**src/rtl/core/fckd_pkg.sv**
```systemverilog
// Front-coded key decoder package: sizes, event and error codes, and the
// structs passed between the step logic and the top level. No dependencies.
`default_nettype none

package fckd_pkg;

  localparam int unsigned KEY_BUFFER_SIZE = 256;
  localparam int unsigned LenW = $clog2(KEY_BUFFER_SIZE);
  localparam int unsigned MaxPrefixCode = 31;

  typedef logic [LenW-1:0] len_t;

  typedef enum logic [2:0] {
    MODE_START,
    MODE_ESCAPE,
    MODE_BODY,
    MODE_ENDED,
    MODE_ERROR
  } mode_e;

  typedef enum logic [2:0] {
    EV_CHAR   = 3'd0,
    EV_PREFIX = 3'd1,
    EV_KEY    = 3'd2,
    EV_END    = 3'd3,
    EV_ERROR  = 3'd4,
    EV_ESCAPE = 3'd5
  } event_e;

  typedef enum logic [2:0] {
    ERR_NONE       = 3'd0,
    ERR_BAD_ESCAPE = 3'd1,
    ERR_PREFIX     = 3'd2,
    ERR_TOO_LONG   = 3'd3,
    ERR_TRUNCATED  = 3'd4
  } err_e;

  typedef struct packed {
    mode_e mode;
    err_e  err;
    len_t  cur_len;
    len_t  prev_len;
  } state_t;

  typedef struct packed {
    event_e     ev;
    logic [7:0] position;
    logic [7:0] character;
    logic [7:0] key_length;
    err_e       error_code;
  } res_t;

endpackage

`default_nettype wire

```
**src/rtl/core/front_coded_key_decoder.sv**
```systemverilog
// Front-coded key decoder top level: input register, step logic, decoder
// state and result register. Depends on fckd_pkg and fckd_step.
//
// Usage:
//   Slave stream s_axis_*: one key-stream byte per request in tdata[7:0];
//   tlast marks end of stream (the byte is then ignored).
//   Master stream m_axis_*: one result per input request. tuser carries
//   the event code, tdata the position, character, key length and error
//   code. The consumer rebuilds each key from character and prefix events.
//   Path: a request accepted into the input register is decoded by the step
//   logic into the result register, from which m_axis presents it.
//   Throughput: one request per cycle while m_axis_tready is high, set by
//   the decoder state update between the input and result registers.
//   Reset: both stages empty, decoder at key start, previous key empty.
//   Stall: with m_axis_tready low the result holds; one more request is
//   taken into the input register, then s_axis_tready drops until the
//   result is taken. Stream end and errors stay sticky until reset.
`default_nettype none

module front_coded_key_decoder (
  input  logic        clk_i,
  input  logic        rst_ni,
  input  logic        s_axis_tvalid,
  output logic        s_axis_tready,
  input  logic [7:0]  s_axis_tdata,  // [7:0] byte_value
  input  logic        s_axis_tlast,  // end_of_stream
  output logic        m_axis_tvalid,
  input  logic        m_axis_tready,
  output logic [31:0] m_axis_tdata,  // [7:0] position, [15:8] character,
                                     // [23:16] key_length, [26:24] error_code
  output logic [2:0]  m_axis_tuser   // [2:0] event_res
);
  import fckd_pkg::*;

  logic       in_valid_q;
  logic [7:0] byte_q;
  logic       eos_q;
  logic       out_valid_q;
  res_t       res_q;
  res_t       res_d;
  state_t     state_q;
  state_t     state_d;
  logic       advance;

  assign advance       = in_valid_q && (!out_valid_q || m_axis_tready);
  assign s_axis_tready = !in_valid_q || advance;

  fckd_step u_step (
    .state_i (state_q),
    .byte_i  (byte_q),
    .eos_i   (eos_q),
    .state_o (state_d),
    .res_o   (res_d)
  );

  always_ff @(posedge clk_i or negedge rst_ni) begin
    if (!rst_ni) begin
      in_valid_q  <= 1'b0;
      out_valid_q <= 1'b0;
      state_q     <= '{mode: MODE_START, err: ERR_NONE, cur_len: '0, prev_len: '0};
    end else begin
      if (s_axis_tready) begin
        in_valid_q <= s_axis_tvalid;
      end
      if (advance) begin
        out_valid_q <= 1'b1;
        state_q     <= state_d;
      end else if (m_axis_tready) begin
        out_valid_q <= 1'b0;
      end
    end
  end

  always_ff @(posedge clk_i) begin
    if (s_axis_tready && s_axis_tvalid) begin
      byte_q <= s_axis_tdata;
      eos_q  <= s_axis_tlast;
    end
    if (advance) begin
      res_q <= res_d;
    end
  end

  assign m_axis_tvalid = out_valid_q;
  assign m_axis_tuser  = res_q.ev;
  assign m_axis_tdata  = {5'd0, res_q.error_code, res_q.key_length,
                          res_q.character, res_q.position};

endmodule

`default_nettype wire

```
**src/rtl/core/fckd_step.sv**
```systemverilog
// Front-coded key decoder step: next decoder state and the result for one
// request. Pure combinational logic. Depends on fckd_pkg.
`default_nettype none

module fckd_step (
  input  fckd_pkg::state_t state_i,
  input  logic [7:0]       byte_i,
  input  logic             eos_i,
  output fckd_pkg::state_t state_o,
  output fckd_pkg::res_t   res_o
);
  import fckd_pkg::*;

  len_t b_len;
  logic b_zero;
  logic b_small;

  assign b_len   = len_t'(byte_i);
  assign b_zero  = (byte_i == 8'd0);
  assign b_small = (byte_i <= 8'(MaxPrefixCode));

  always_comb begin
    state_o = state_i;
    res_o   = '{ev: EV_CHAR, position: 8'd0, character: 8'd0, key_length: 8'd0,
                error_code: ERR_NONE};
    unique case (state_i.mode)
      MODE_START: begin
        if (eos_i || b_zero) begin
          state_o.mode = MODE_ENDED;
          res_o.ev     = EV_END;
        end else if (byte_i == 8'd1) begin
          state_o.mode = MODE_ESCAPE;
          res_o.ev     = EV_ESCAPE;
        end else if (b_small) begin
          if (b_len > state_i.prev_len) begin
            state_o.mode     = MODE_ERROR;
            state_o.err      = ERR_PREFIX;
            res_o.ev         = EV_ERROR;
            res_o.error_code = ERR_PREFIX;
          end else begin
            state_o.mode     = MODE_BODY;
            state_o.cur_len  = b_len;
            res_o.ev         = EV_PREFIX;
            res_o.key_length = byte_i;
          end
        end else begin
          state_o.mode    = MODE_BODY;
          state_o.cur_len = len_t'(1);
          res_o.ev        = EV_CHAR;
          res_o.character = byte_i;
        end
      end
      MODE_ESCAPE: begin
        if (eos_i || b_small) begin
          state_o.mode     = MODE_ERROR;
          state_o.err      = ERR_BAD_ESCAPE;
          res_o.ev         = EV_ERROR;
          res_o.error_code = ERR_BAD_ESCAPE;
        end else if (b_len > state_i.prev_len) begin
          state_o.mode     = MODE_ERROR;
          state_o.err      = ERR_PREFIX;
          res_o.ev         = EV_ERROR;
          res_o.error_code = ERR_PREFIX;
        end else begin
          state_o.mode     = MODE_BODY;
          state_o.cur_len  = b_len;
          res_o.ev         = EV_PREFIX;
          res_o.key_length = byte_i;
        end
      end
      MODE_BODY: begin
        if (eos_i) begin
          state_o.mode     = MODE_ERROR;
          state_o.err      = ERR_TRUNCATED;
          res_o.ev         = EV_ERROR;
          res_o.error_code = ERR_TRUNCATED;
        end else if (b_zero) begin
          state_o.mode     = MODE_START;
          state_o.prev_len = state_i.cur_len;
          res_o.ev         = EV_KEY;
          res_o.key_length = state_i.cur_len[7:0];
        end else if (state_i.cur_len >= len_t'(KEY_BUFFER_SIZE - 1)) begin
          state_o.mode     = MODE_ERROR;
          state_o.err      = ERR_TOO_LONG;
          res_o.ev         = EV_ERROR;
          res_o.error_code = ERR_TOO_LONG;
        end else begin
          state_o.cur_len = state_i.cur_len + len_t'(1);
          res_o.ev        = EV_CHAR;
          res_o.position  = state_i.cur_len[7:0];
          res_o.character = byte_i;
        end
      end
      MODE_ENDED: begin
        res_o.ev = EV_END;
      end
      MODE_ERROR: begin
        res_o.ev         = EV_ERROR;
        res_o.error_code = state_i.err;
      end
      default: begin
        res_o.ev = EV_END;
      end
    endcase
  end

endmodule

`default_nettype wire
```
**config.mk**
```make
export PLATFORM = sky130hd
export DESIGN_NAME = front_coded_key_decoder
export DESIGN_NICKNAME = d
export VERILOG_FILES = /design/src/rtl/core/fckd_pkg.sv /design/src/rtl/core/front_coded_key_decoder.sv /design/src/rtl/core/fckd_step.sv
export SDC_FILE = /design/constraint.sdc
export NUM_CORES = 1
export LEC_CHECK = 0
export BUFFER_PORTS_ARGS = -buffer_cell sky130_fd_sc_hd__clkbuf_2
export CAP_MARGIN = 40
export CORE_MARGIN = 2
export CORE_UTILIZATION = 25
export CTS_BUF_LIST = sky130_fd_sc_hd__clkbuf_4
export DETAILED_ROUTE_END_ITERATION = 7
export GPL_TIMING_DRIVEN = 0
export RECOVER_POWER = 100
export SYNTH_ARGS = -nofsm -noshare
export SYNTH_HDL_FRONTEND = slang
export SYNTH_SLANG_ARGS = --single-unit
```
**constraint.sdc**
```tcl
create_clock -name clk_i -period 2.8 [get_ports clk_i]
set_clock_uncertainty 0.1 [all_clocks]
set_input_delay 0.7 -clock clk_i [delete_from_list [all_inputs] [get_ports clk_i]]
set_output_delay 0.7 -clock clk_i [all_outputs]
set_load 0.005 [all_outputs]
```
==> impl_metrics.yaml, run 1 <==
cells_and_area:
  nFillCells: 1316
  final_nets: 396
  num_antenna_cells: 0
  fin_area_sq_mm: 0.003968
  utilization: 0.3131
  layout-drive-gt1-share: 0.2322
  instances_no_fill: 551
  syn_to_final_growth_pct: 21.54
timing:
  max_freq_ghz: 0.3691
  period_share: 0.9676
  slew_headroom: 0.03487
  fin_ws_ns: 0.09062
  period_minus_slack_ns: 2.709
  drv_slew: 0
  hold_viol: 0
  final.setup.tns_ns: 0
  whs_ns: 0.3360
  tightest_slew_ns: 1.448
  setup_viol: 0
global_routing:
  grt_overflow_total: 0
  grt_pass1_vias: 2597
  grt_max_degree: 25
  antenna_found_initial: 0
  grt_usage: 0.1314
  grt_pass1_wl_mm: 14.26
clocking:
  cts_root_buf: "clkbuf_4"
  cts_tree: "yes"
  clkSinkCount: 63
  htreeDepth: 3
  clkTransAtPathRegs_ns: 0.10
  cts_buffers: 9
  clk_path_buf_depth: 2
  clock_latency_ns: 0.44
  cts_hold_buf: 0
synthesis:
  synth_top_area_cell: "edfxtp_1"
  synth_top_area_frac: 0.3588
  async_flop_share: 0.3810
  synth_compound_area_frac: 0.1721
  synth_edf_count: 39
  synth_seq_area_share: 0.5427
  synth-simple-area-share: 0.1847
  netlist_area_sq_mm: 0.003264
  ys_top_cells_by_area: "edfxtp_1 36%, dfrtp_1 18%, ha_1 3.4%, o21ai_0 3.2%, nor2_1 3.0%"
  synth_top_family_by_area: "simple AND/OR/NAND/NOR gates"
  yosys_warnings: 0
  avgSynthCellArea_sq_um: 10.70
  synth_fa_ha_area_frac: 0.03450
  syn_inst: 305
  synth-main-ff-cell: "edfxtp_1"
  synthDistinctLibCells: 55
  ys_seq_elements: 63
  synth_xor_area_frac: 0.01073
  muxShareOfSynthArea: 0.003450
power_and_ir_drop:
  sw_frac_of_total: 0.3427
  seqPwrFrac: 0.453
  switchingPower_uw: 951.9
  power.internal_mw: 1.826
  pwr-share-comb: 0.289
  power.total_mw: 2.778
  p_clk_frac: 0.257
  power_density_mw_per_mm2: 700.1
  power_leakage_nw: 1.579
  max-vdd-ir-drop_mv: 0.2148
job:
  drv_cap: 0
setup_path:
  crit_family: "simple AND/OR/NAND/NOR gates"
  crit_path_max_fanout: 6
  cp_slowest_cell: "nor4_2"
  crit_required_ns: 3.00
  crit_buf_inv: 0
  end_kind: "register"
  r2r_setup_slack_ns: 0.09
  critPathKind: "reg2reg"
  crit_chain: "ha_1 -> nand4_1 -> o32ai_2 -> nor2_1 -> nor4_2 -> a22o_1"
  critical_path_arrival_ns: 2.91
  crit_path_start_kind: "register"
  critPathMaxStageDelay_ns: 0.59
run_status:
  status: "completed"
place:
  place.gp.congestion: 0.9311
  post_dp_cell_area_sq_mm: 0.003742
  dp_slack_ns: -0.2529
  port_buffers: 44
  hpwl_mm: 6.291
  dp.cells: 526
die:
  start_util: 0.2576
  die_x_um: 118.3
  die_y_um: 118.3
  dieArea_sq_mm: 0.01399
  coreArea_sq_mm: 0.01267
  io_pins: 50
  rows: 41
min_path:
  hold_path_class: "in2reg"
drt:
  first_pass_iters: 4
  drt_wl_total_mm: 8.872
  drtAntennaViolNets: 0
  drtIter0Drc: 167
  viasPerCell: 4.721
  vias: 2601
  wl_per_cell_um: 16.10
  remaining_drc_errors: 0
-- registers in the layout, indices dropped and copies added, names as in the netlist --
| name | flops |
|---|---|
| eos_q | 1 |
| in_valid_q | 1 |
| m_axis_tuser | 3 |
| state_q | 22 |
| m_axis_tvalid | 1 |
| byte_q | 8 |
| m_axis_tdata | 27 |
-- per-layer routing --
layer / global-route usage / share of wire / vias up
li1: - / - / 1254
met1: 0.1805 / 0.47 / 1238
met2: 0.1987 / 0.45 / 98
met3: 0.03861 / 0.069 / 11
met4: 0.04066 / 0.014 / 0
met5: 0 / 0 / -
-- cell families after synthesis --
family	count (synthesis)
XOR/XNOR	4
other	1
AND/OR/NAND/NOR	112
multiplexers	1
AO/OA/AOI/OAI	79
buffers and inverters	36
flip-flops	63
adder cells (fa/ha/maj)	9
-- cells in the final DEF (no fill, tap or decap), types with 7 or more instances in the layout --
cell,n
nor2_1,26
and2_1,7
nor3_1,9
a21oi_1,13
clkbuf_4,12
dfrtp_1,24
buf_4,15
nand2_1,22
inv_1,14
clkbuf_2,32
and2_0,8
nand3_1,9
clkbuf_1,21
o21ai_0,21
edfxtp_1,39
ha_1,9
a22o_1,9
-- layout make-up --
cell class / instances / area (sq um) / share of cell area
Sequential cell: 63 / 1772 / 0.4465
Multi-Input combinational cell: 210 / 1381 / 0.3482
Buffer: 21 / 111.4 / 0.02807
Tap cell: 172 / 215.2 / 0.05424
Timing Repair Buffer: 55 / 280.3 / 0.07064
Clock buffer: 11 / 82.58 / 0.02081
Clock inverter: 5 / 72.57 / 0.01829
Inverter: 14 / 52.55 / 0.01325
-- power by group through the flow --
stage / combinational, mW / clock, mW / sequential (mW)
6_report: 0.804 / 0.714 / 1.26
2_1_floorplan: 0.534 / 0 / 1.25
5_1_grt: 0.896 / 0.776 / 1.28
3_5_place_dp: 0.782 / 0 / 1.29
4_1_cts: 0.796 / 0.727 / 1.26
3_3_place_gp: 0.761 / 0 / 1.28
-- path summary, 6_finish.rpt --
kind                            startpoint               end  cells past startpoint
max                              byte_q[4]  m_axis_tdata[16]                      6
min                        s_axis_tdata[1]         byte_q[1]                      1
max reg2reg                      byte_q[4]  m_axis_tdata[16]                      6
min reg2reg                     state_q[0]        state_q[0]                      1
max in group asynchronous           rst_ni        state_q[6]                      1
min in group asynchronous           rst_ni     m_axis_tvalid                      1
-- timing repair --
action | CTS | global route
endpoints found under the setup margin | 6 | 31
gates resized for setup | 1 | 7
setup buffers | 4 | 6
-- cell usage after synthesis (4+ instances only) --
library cell and n:
o21ai_0 21, edfxtp_1 39, clkbuf_1 9, buf_2 6, dfrtp_1 24, a32oi_1 5, a22o_1 9, buf_4 6
a31oi_1 5, o2bb2ai_1 5, nor3_1 11, and2_1 15, ha_1 9, a21oi_1 13, inv_1 14, nand3_1 9
nand2b_1 6, nor4_1 4, nor2_1 26, nand2_1 22
(Power assumes the default switching activity.)
==> run 2, diff against run 1 <==
--- a/config.mk
+++ b/config.mk
@@ -7,11 +7,14 @@
 export LEC_CHECK = 0
 export BUFFER_PORTS_ARGS = -buffer_cell sky130_fd_sc_hd__clkbuf_2
 export CAP_MARGIN = 40
+export CELL_PAD_IN_SITES_DETAIL_PLACEMENT = 1
+export CELL_PAD_IN_SITES_GLOBAL_PLACEMENT = 1
 export CORE_MARGIN = 2
-export CORE_UTILIZATION = 25
+export CORE_UTILIZATION = 46
 export CTS_BUF_LIST = sky130_fd_sc_hd__clkbuf_4
 export DETAILED_ROUTE_END_ITERATION = 7
 export GPL_TIMING_DRIVEN = 0
+export PLACE_DENSITY_LB_ADDON = 0.1
 export RECOVER_POWER = 100
 export SYNTH_ARGS = -nofsm -noshare
 export SYNTH_HDL_FRONTEND = slang
==> run 2 against run 1 <==
Effect of this change:
- combinational power is 2% higher
- utilization rose by 25 points
- cell count shrank 15%
- die area fell by 44%
- largest power group unchanged
- worst setup slack better by 0.0059 ns
==> impl_metrics.yaml, run 2 (synthesized netlist as in run 1, its figures left out) <==
place:
  port_buffers: 44
  hpwl_mm: 6.517
  place.gp.congestion: 0.9527
  dp.cells: 450
setup_path:
  r2r_setup_slack_ns: 0.1
  rr_startpoint: "byte_q[6]"
  end_kind: "register"
  reg2reg_depth: 9
  critPathKind: "reg2reg"
  crit_path_max_fanout: 7
  crit_required_ns: 3.02
  reg2reg_to: "state_q[16]"
  crit_path_start_kind: "register"
  critical_path_arrival_ns: 2.92
min_path:
  hold_path_class: "in2reg"
  whs_path_depth: 1
  hold_start: "s_axis_tdata[6]"
  worstHoldEndpoint: "byte_q[6]"
cells_and_area:
  largest_reg_flops: 27
  layout_common_cells: "39 x edfxtp_1, 28 x clkbuf_1, 27 x clkbuf_2"
  layout-drive-gt1-share: 0.2107
  syn_to_final_growth_pct: 18.67
  final_common_cell: "edfxtp_1"
  num_antenna_cells: 0
  utilization: 0.5670
  final_nets: 392
  instances_no_fill: 471
  nFillCells: 796
power_and_ir_drop:
  power.internal_mw: 1.896
  p_clk_frac: 0.282
  power_leakage_nw: 1.538
  power_density_mw_per_mm2: 748.3
  pwr-share-comb: 0.283
  seqPwrFrac: 0.435
  max-vdd-ir-drop_mv: 0.2958
  sw_frac_of_total: 0.3460
  switchingPower_mw: 1.003
timing:
  period_share: 0.9655
  drv_slew: 0
  max_freq_ghz: 0.3699
  slew_headroom: 0.01263
  setup_viol: 0
  hold_viol: 0
  period_minus_slack_ns: 2.703
  rsz0062_at_grt: "no"
  tightest_slew_ns: 1.481
  whs_ns: 0.3393
job:
  drv_cap: 0
die:
  start_util: 0.4778
  die_x_um: 88.24
  coreArea_sq_mm: 0.006832
  die_y_um: 88.24
  dieArea_sq_mm: 0.007786
  io_pins: 50
  rows: 30
drt:
  vias: 2721
  drtIter0Drc: 223
  viasPerCell: 5.777
  wl_per_cell_um: 19.80
  drt_wl_total_mm: 9.328
  drtAntennaViolNets: 0
  first_pass_iters: 4
  remaining_drc_errors: 0
global_routing:
  use_met1: 0.3504
  grt_pass1_wl_mm: 15.04
  antenna_found_initial: 0
  top_usage_layer: "met2"
  grt_max_degree: 25
  grt_pass1_vias: 2798
  grt_usage: 0.2655
  grt_overflow_total: 0
  grt.met2_usage: 0.4149
  use_met3: 0.06250
clocking:
  cts_buffers: 9
  clk_path_buf_depth: 2
  clkSinkCount: 63
  clkTransAtPathRegs_ns: 0.11
  cts_root_buf: "clkbuf_4"
  cts_tree: "yes"
  clock_latency_ns: 0.43
  htreeDepth: 3
run_status:
  status: "completed"
-- run 2: metrics by stage --
stage	setup TNS, ns	setup slack, ns	area, sq um	total power, mW
6_report	0	0.09655	3874	2.899
5_1_grt	0	0.004385	3874	3.052
4_1_cts	0	0.03712	3879	2.899
3_5_place_dp	-0.8342	-0.1634	3635	2.081
3_3_place_gp	-0.2917	-0.05272	3620	2.045
2_1_floorplan	0	0.4222	3279	1.788
-- run 2: repair_timing --
| action | 4_1_cts | 5_1_grt |
|---|---|---|
| hold buffers | 0 | 0 |
| setup buffers | 6 | 0 |
| pin swaps | 0 | 0 |
| endpoints found under the setup margin | 16 | 23 |
| resized for setup | 3 | 6 |
| endpoints found under the hold margin | 0 | 0 |
-- run 2: worst max path at each step --
stage	from	to	slack [ns]
6_report	byte_q[6]	state_q[16]	0.1
5_1_grt	byte_q[5]	m_axis_tuser[0]	0.004
4_1_cts	byte_q[1]	state_q[6]	0.04
3_5_place_dp	byte_q[5]	m_axis_tdata[17]	-0.16
3_3_place_gp	byte_q[5]	m_axis_tdata[20]	-0.05
2_1_floorplan	byte_q[5]	m_axis_tuser[2]	0.42
-- run 2: layer usage --
layer  vias up  share of wire
li1       1252              -
met1      1341           0.43
met2       108           0.48
met4         0          0.030
met3        20          0.061
met5         -              0
-- run 2: area by class of cell --
type                            instances  area, sq um  area share
Buffer                                 21        110.1     0.02842
Multi-Input combinational cell        210         1386      0.3579
Sequential cell                        63         1772      0.4574
Clock buffer                            9        67.56     0.01744
Tap cell                               96        120.1     0.03101
Clock inverter                          7        121.4     0.03133
Inverter                               14        52.55     0.01357
Timing Repair Buffer                   51        244.0     0.06298
-- run 2: worst max-delay path: stages (launching register included) --
cell and delay [ns]:
edfxtp_1 0.47, clkbuf_1 0.18, buf_4 0.19, or3_1 0.30, buf_2 0.18, nor2_1 0.19, nand2_1 0.16, a211oi_2 0.34
o21ai_0 0.21, a22o_1 0.28
-- run 2: power groups by stage --
| stage | sequential [mW] | clock (mW) | combinational [mW] |
|---|---|---|---|
| 2_1_floorplan | 1.25 | 0 | 0.534 |
| 3_3_place_gp | 1.28 | 0 | 0.764 |
| 3_5_place_dp | 1.29 | 0 | 0.794 |
| 4_1_cts | 1.26 | 0.824 | 0.817 |
| 5_1_grt | 1.28 | 0.861 | 0.908 |
| 6_report | 1.26 | 0.816 | 0.821 |
==> run 3, diff against run 2 <==
--- a/config.mk
+++ b/config.mk
@@ -9,8 +9,9 @@
 export CAP_MARGIN = 40
 export CELL_PAD_IN_SITES_DETAIL_PLACEMENT = 1
 export CELL_PAD_IN_SITES_GLOBAL_PLACEMENT = 1
+export CORE_ASPECT_RATIO = 0.7
 export CORE_MARGIN = 2
-export CORE_UTILIZATION = 46
+export CORE_UTILIZATION = 47
 export CTS_BUF_LIST = sky130_fd_sc_hd__clkbuf_4
 export DETAILED_ROUTE_END_ITERATION = 7
 export GPL_TIMING_DRIVEN = 0
@@ -18,4 +19,6 @@
 export RECOVER_POWER = 100
 export SYNTH_ARGS = -nofsm -noshare
 export SYNTH_HDL_FRONTEND = slang
+export SYNTH_HIERARCHICAL = 1
 export SYNTH_SLANG_ARGS = --single-unit
+export TNS_END_PERCENT = 20
==> run 3 against run 2 <==
Effect of this change:
- sequential share of layout area decreased by 3.7 points
- cell count increased by 4.7%
- clock power decreased by 12%
- via count increased by 7.5%
- sequential cell count unchanged
- combinational power decreased by 12%
- worst setup slack got worse by 0.054 ns
- global-route usage decreased by 0.70 points
- area after synthesis increased by 9.7%
- first-iteration DRC count decreased by 0.90%
- wire length increased by 9.2%
- synthesized cell count increased by 3.9%
- critical path type unchanged
- largest power group unchanged
==> impl_metrics.yaml, run 3 <==
synthesis:
  synthDistinctLibCells: 65
  async_flop_share: 0.3810
  synth-main-ff-cell: "edfxtp_1"
  ys_top_cells_by_count: "39 x edfxtp_1, 30 x nand2_1, 24 x dfrtp_1"
  netlist_area_sq_mm: 0.003581
  avgSynthCellArea_sq_um: 11.30
  syn_inst: 317
  synth_seq_area_share: 0.4948
  ys_top_cells_by_area: "edfxtp_1 33%, dfrtp_1 17%, mux2_4 8.0%, ha_1 3.5%, nand2_1 3.1%"
  synth_edf_count: 39
  yosys_warnings: 6
  synth_top_area_cell: "edfxtp_1"
  ys_seq_elements: 63
  synth.most_common_cell: "edfxtp_1"
  synth_top_area_frac: 0.3270
power_and_ir_drop:
  switchingPower_uw: 861.2
  power_leakage_nw: 1.827
  pwr-share-comb: 0.267
  power_density_mw_per_mm2: 641.1
  p_clk_frac: 0.265
  max-vdd-ir-drop_mv: 0.3391
  seqPwrFrac: 0.468
  power.total_mw: 2.709
  power.internal_mw: 1.848
  sw_frac_of_total: 0.3179
timing:
  fin_ws_ns: 0.04228
  drv_slew: 0
  setup_viol: 0
  slew_headroom: 0.03318
  tightest_slew_ns: 1.450
  rsz0062_at_grt: "yes"
  final.setup.tns_ns: 0
  period_minus_slack_ns: 2.758
  period_share: 0.9849
  whs_ns: 0.3590
  max_freq_ghz: 0.3626
  hold_viol: 0
place:
  post_dp_cell_area_sq_mm: 0.003966
  dp_slack_ns: -0.1840
  port_buffers: 44
  place.gp.congestion: 0.8955
  hpwl_mm: 7.365
  dp.cells: 464
global_routing:
  grt_overflow_total: 0
  grt_pass1_wl_mm: 15.91
  grt_pass1_vias: 2892
  antenna_found_initial: 0
  grt_max_degree: 25
  grt_usage: 0.2585
die:
  die_x_um: 108.3
  die_y_um: 77.03
  start_util: 0.4871
  rows: 26
  io_pins: 50
  coreArea_sq_mm: 0.007352
  dieArea_sq_mm: 0.008344
setup_path:
  crit_family: "simple AND/OR/NAND/NOR gates"
  end_kind: "register"
  crit_path_max_fanout: 6
  cp_slowest_cell: "edfxtp_1"
  crit_chain: "ha_1 -> nand4_1 -> nor2_1 -> a21oi_1 -> or2_2 -> and3_1 -> a2111o_1 -> mux2_4"
  critPathKind: "reg2reg"
  crit_required_ns: 3.02
  critical_path_arrival_ns: 2.98
  crit_buf_inv: 0
  critPathMaxStageDelay_ns: 0.47
  crit_path_start_kind: "register"
cells_and_area:
  fin_area_sq_mm: 0.004225
  instances_no_fill: 493
  largest_reg_flops: 27
  syn_to_final_growth_pct: 17.99
  final_nets: 413
  nFillCells: 818
  num_antenna_cells: 0
  multi_input_area_sq_mm: 0.001672
  utilization: 0.5747
  layout_common_cells: "39 x edfxtp_1, 35 x clkbuf_2, 30 x nand2_1"
  seqCellArea_sq_mm: 0.001774
  final_common_cell: "edfxtp_1"
  layout-drive-gt1-share: 0.3139
drt:
  drtIter0Drc: 221
  drtAntennaViolNets: 0
  vias: 2926
  remaining_drc_errors: 0
  drt_wl_total_mm: 10.19
  wl_per_cell_um: 20.66
  first_pass_iters: 5
  viasPerCell: 5.935
clocking:
  cts_buffers: 9
  htreeDepth: 3
  clkSinkCount: 63
  clk_path_buf_depth: 2
  clock_latency_ns: 0.42
  cts_root_buf: "clkbuf_4"
  cts_hold_buf: 0
  cts_tree: "yes"
  clkTransAtPathRegs_ns: 0.11
job:
  drv_cap: 0
min_path:
  hold_path_class: "in2reg"
run_status:
  status: "completed"
==> run 3: changes by cell type after synthesis, sizes merged, moves of 5 or more <==
cell and delta:
nand2 +10, nor2b +6, o2bb2ai -5, a22o -6
o31ai +6, o21ai -6, mux2 +22, clkbuf -6
a32oi -5, nor3 -7
==> run 3: area by class of cell <==
| class | count | area share |
|---|---|---|
| Tap cell | 98 | 0.02902 |
| Clock inverter | 4 | 0.01658 |
| Buffer | 16 | 0.03435 |
| Multi-Input combinational cell | 230 | 0.3956 |
| Sequential cell | 63 | 0.4199 |
| Inverter | 12 | 0.01066 |
| Clock buffer | 12 | 0.02132 |
| Timing Repair Buffer | 58 | 0.07255 |
==> run 3: worst paths after layout <==
check,from,to,slack (ns),cells past startpoint
worst max-delay path,byte_q[3],state_q[21],0.04,8
worst min-delay path,s_axis_tdata[2],byte_q[2],0.36,1
worst max register to register,byte_q[3],state_q[21],0.04,8
worst min register to register,state_q[6],state_q[6],0.42,1
max in group asynchronous,rst_ni,state_q[8],1.15,1
min in group asynchronous,rst_ni,state_q[21],0.49,1
==> run 3: power by group through the flow <==
| stage | Sequential (mW) | Combinational (mW) | Clock (mW) |
|---|---|---|---|
| finish | 1.27 | 0.722 | 0.718 |
| global route | 1.28 | 0.784 | 0.772 |
| CTS | 1.26 | 0.717 | 0.731 |
| detailed placement | 1.29 | 0.696 | 0 |
| global placement | 1.28 | 0.662 | 0 |
| floorplan | 1.25 | 0.473 | 0 |
==> run 3: repair_timing <==
item / CTS / global route
buffers inserted: 10 / 3
endpoints found under the setup margin: 12 / 16
pin swaps: 1 / 2
gates cloned: 0 / 0
resized for setup: 3 / 9
==> run 3: worst reg2reg max path, stage by stage (launching register included) <==
cell      delay (ns)
edfxtp_1        0.47
ha_1            0.36
nand4_1         0.11
nor2_1          0.20
a21oi_1         0.17
or2_2           0.41
and3_1          0.17
a2111o_1        0.39
mux2_4          0.28
==> run 3: logic make-up after synthesis <==
logic type               Yosys count  synth area share
flip-flops                        63            0.4948
buffers and inverters             28           0.05241
AO/OA/AOI/OAI                     78            0.1516
adder cells (fa/ha/maj)           10           0.03494
XOR/XNOR                           1          0.002446
multiplexers                      23           0.09224
AND/OR/NAND/NOR                  113            0.1705
other                              1          0.001047
==> run 3: metal layers <==
metal / share of wire / GRT usage
met5: 0 / 0
met4: 0.017 / 0.07051
met3: 0.076 / 0.05952
met2: 0.46 / 0.3925
met1: 0.45 / 0.3719
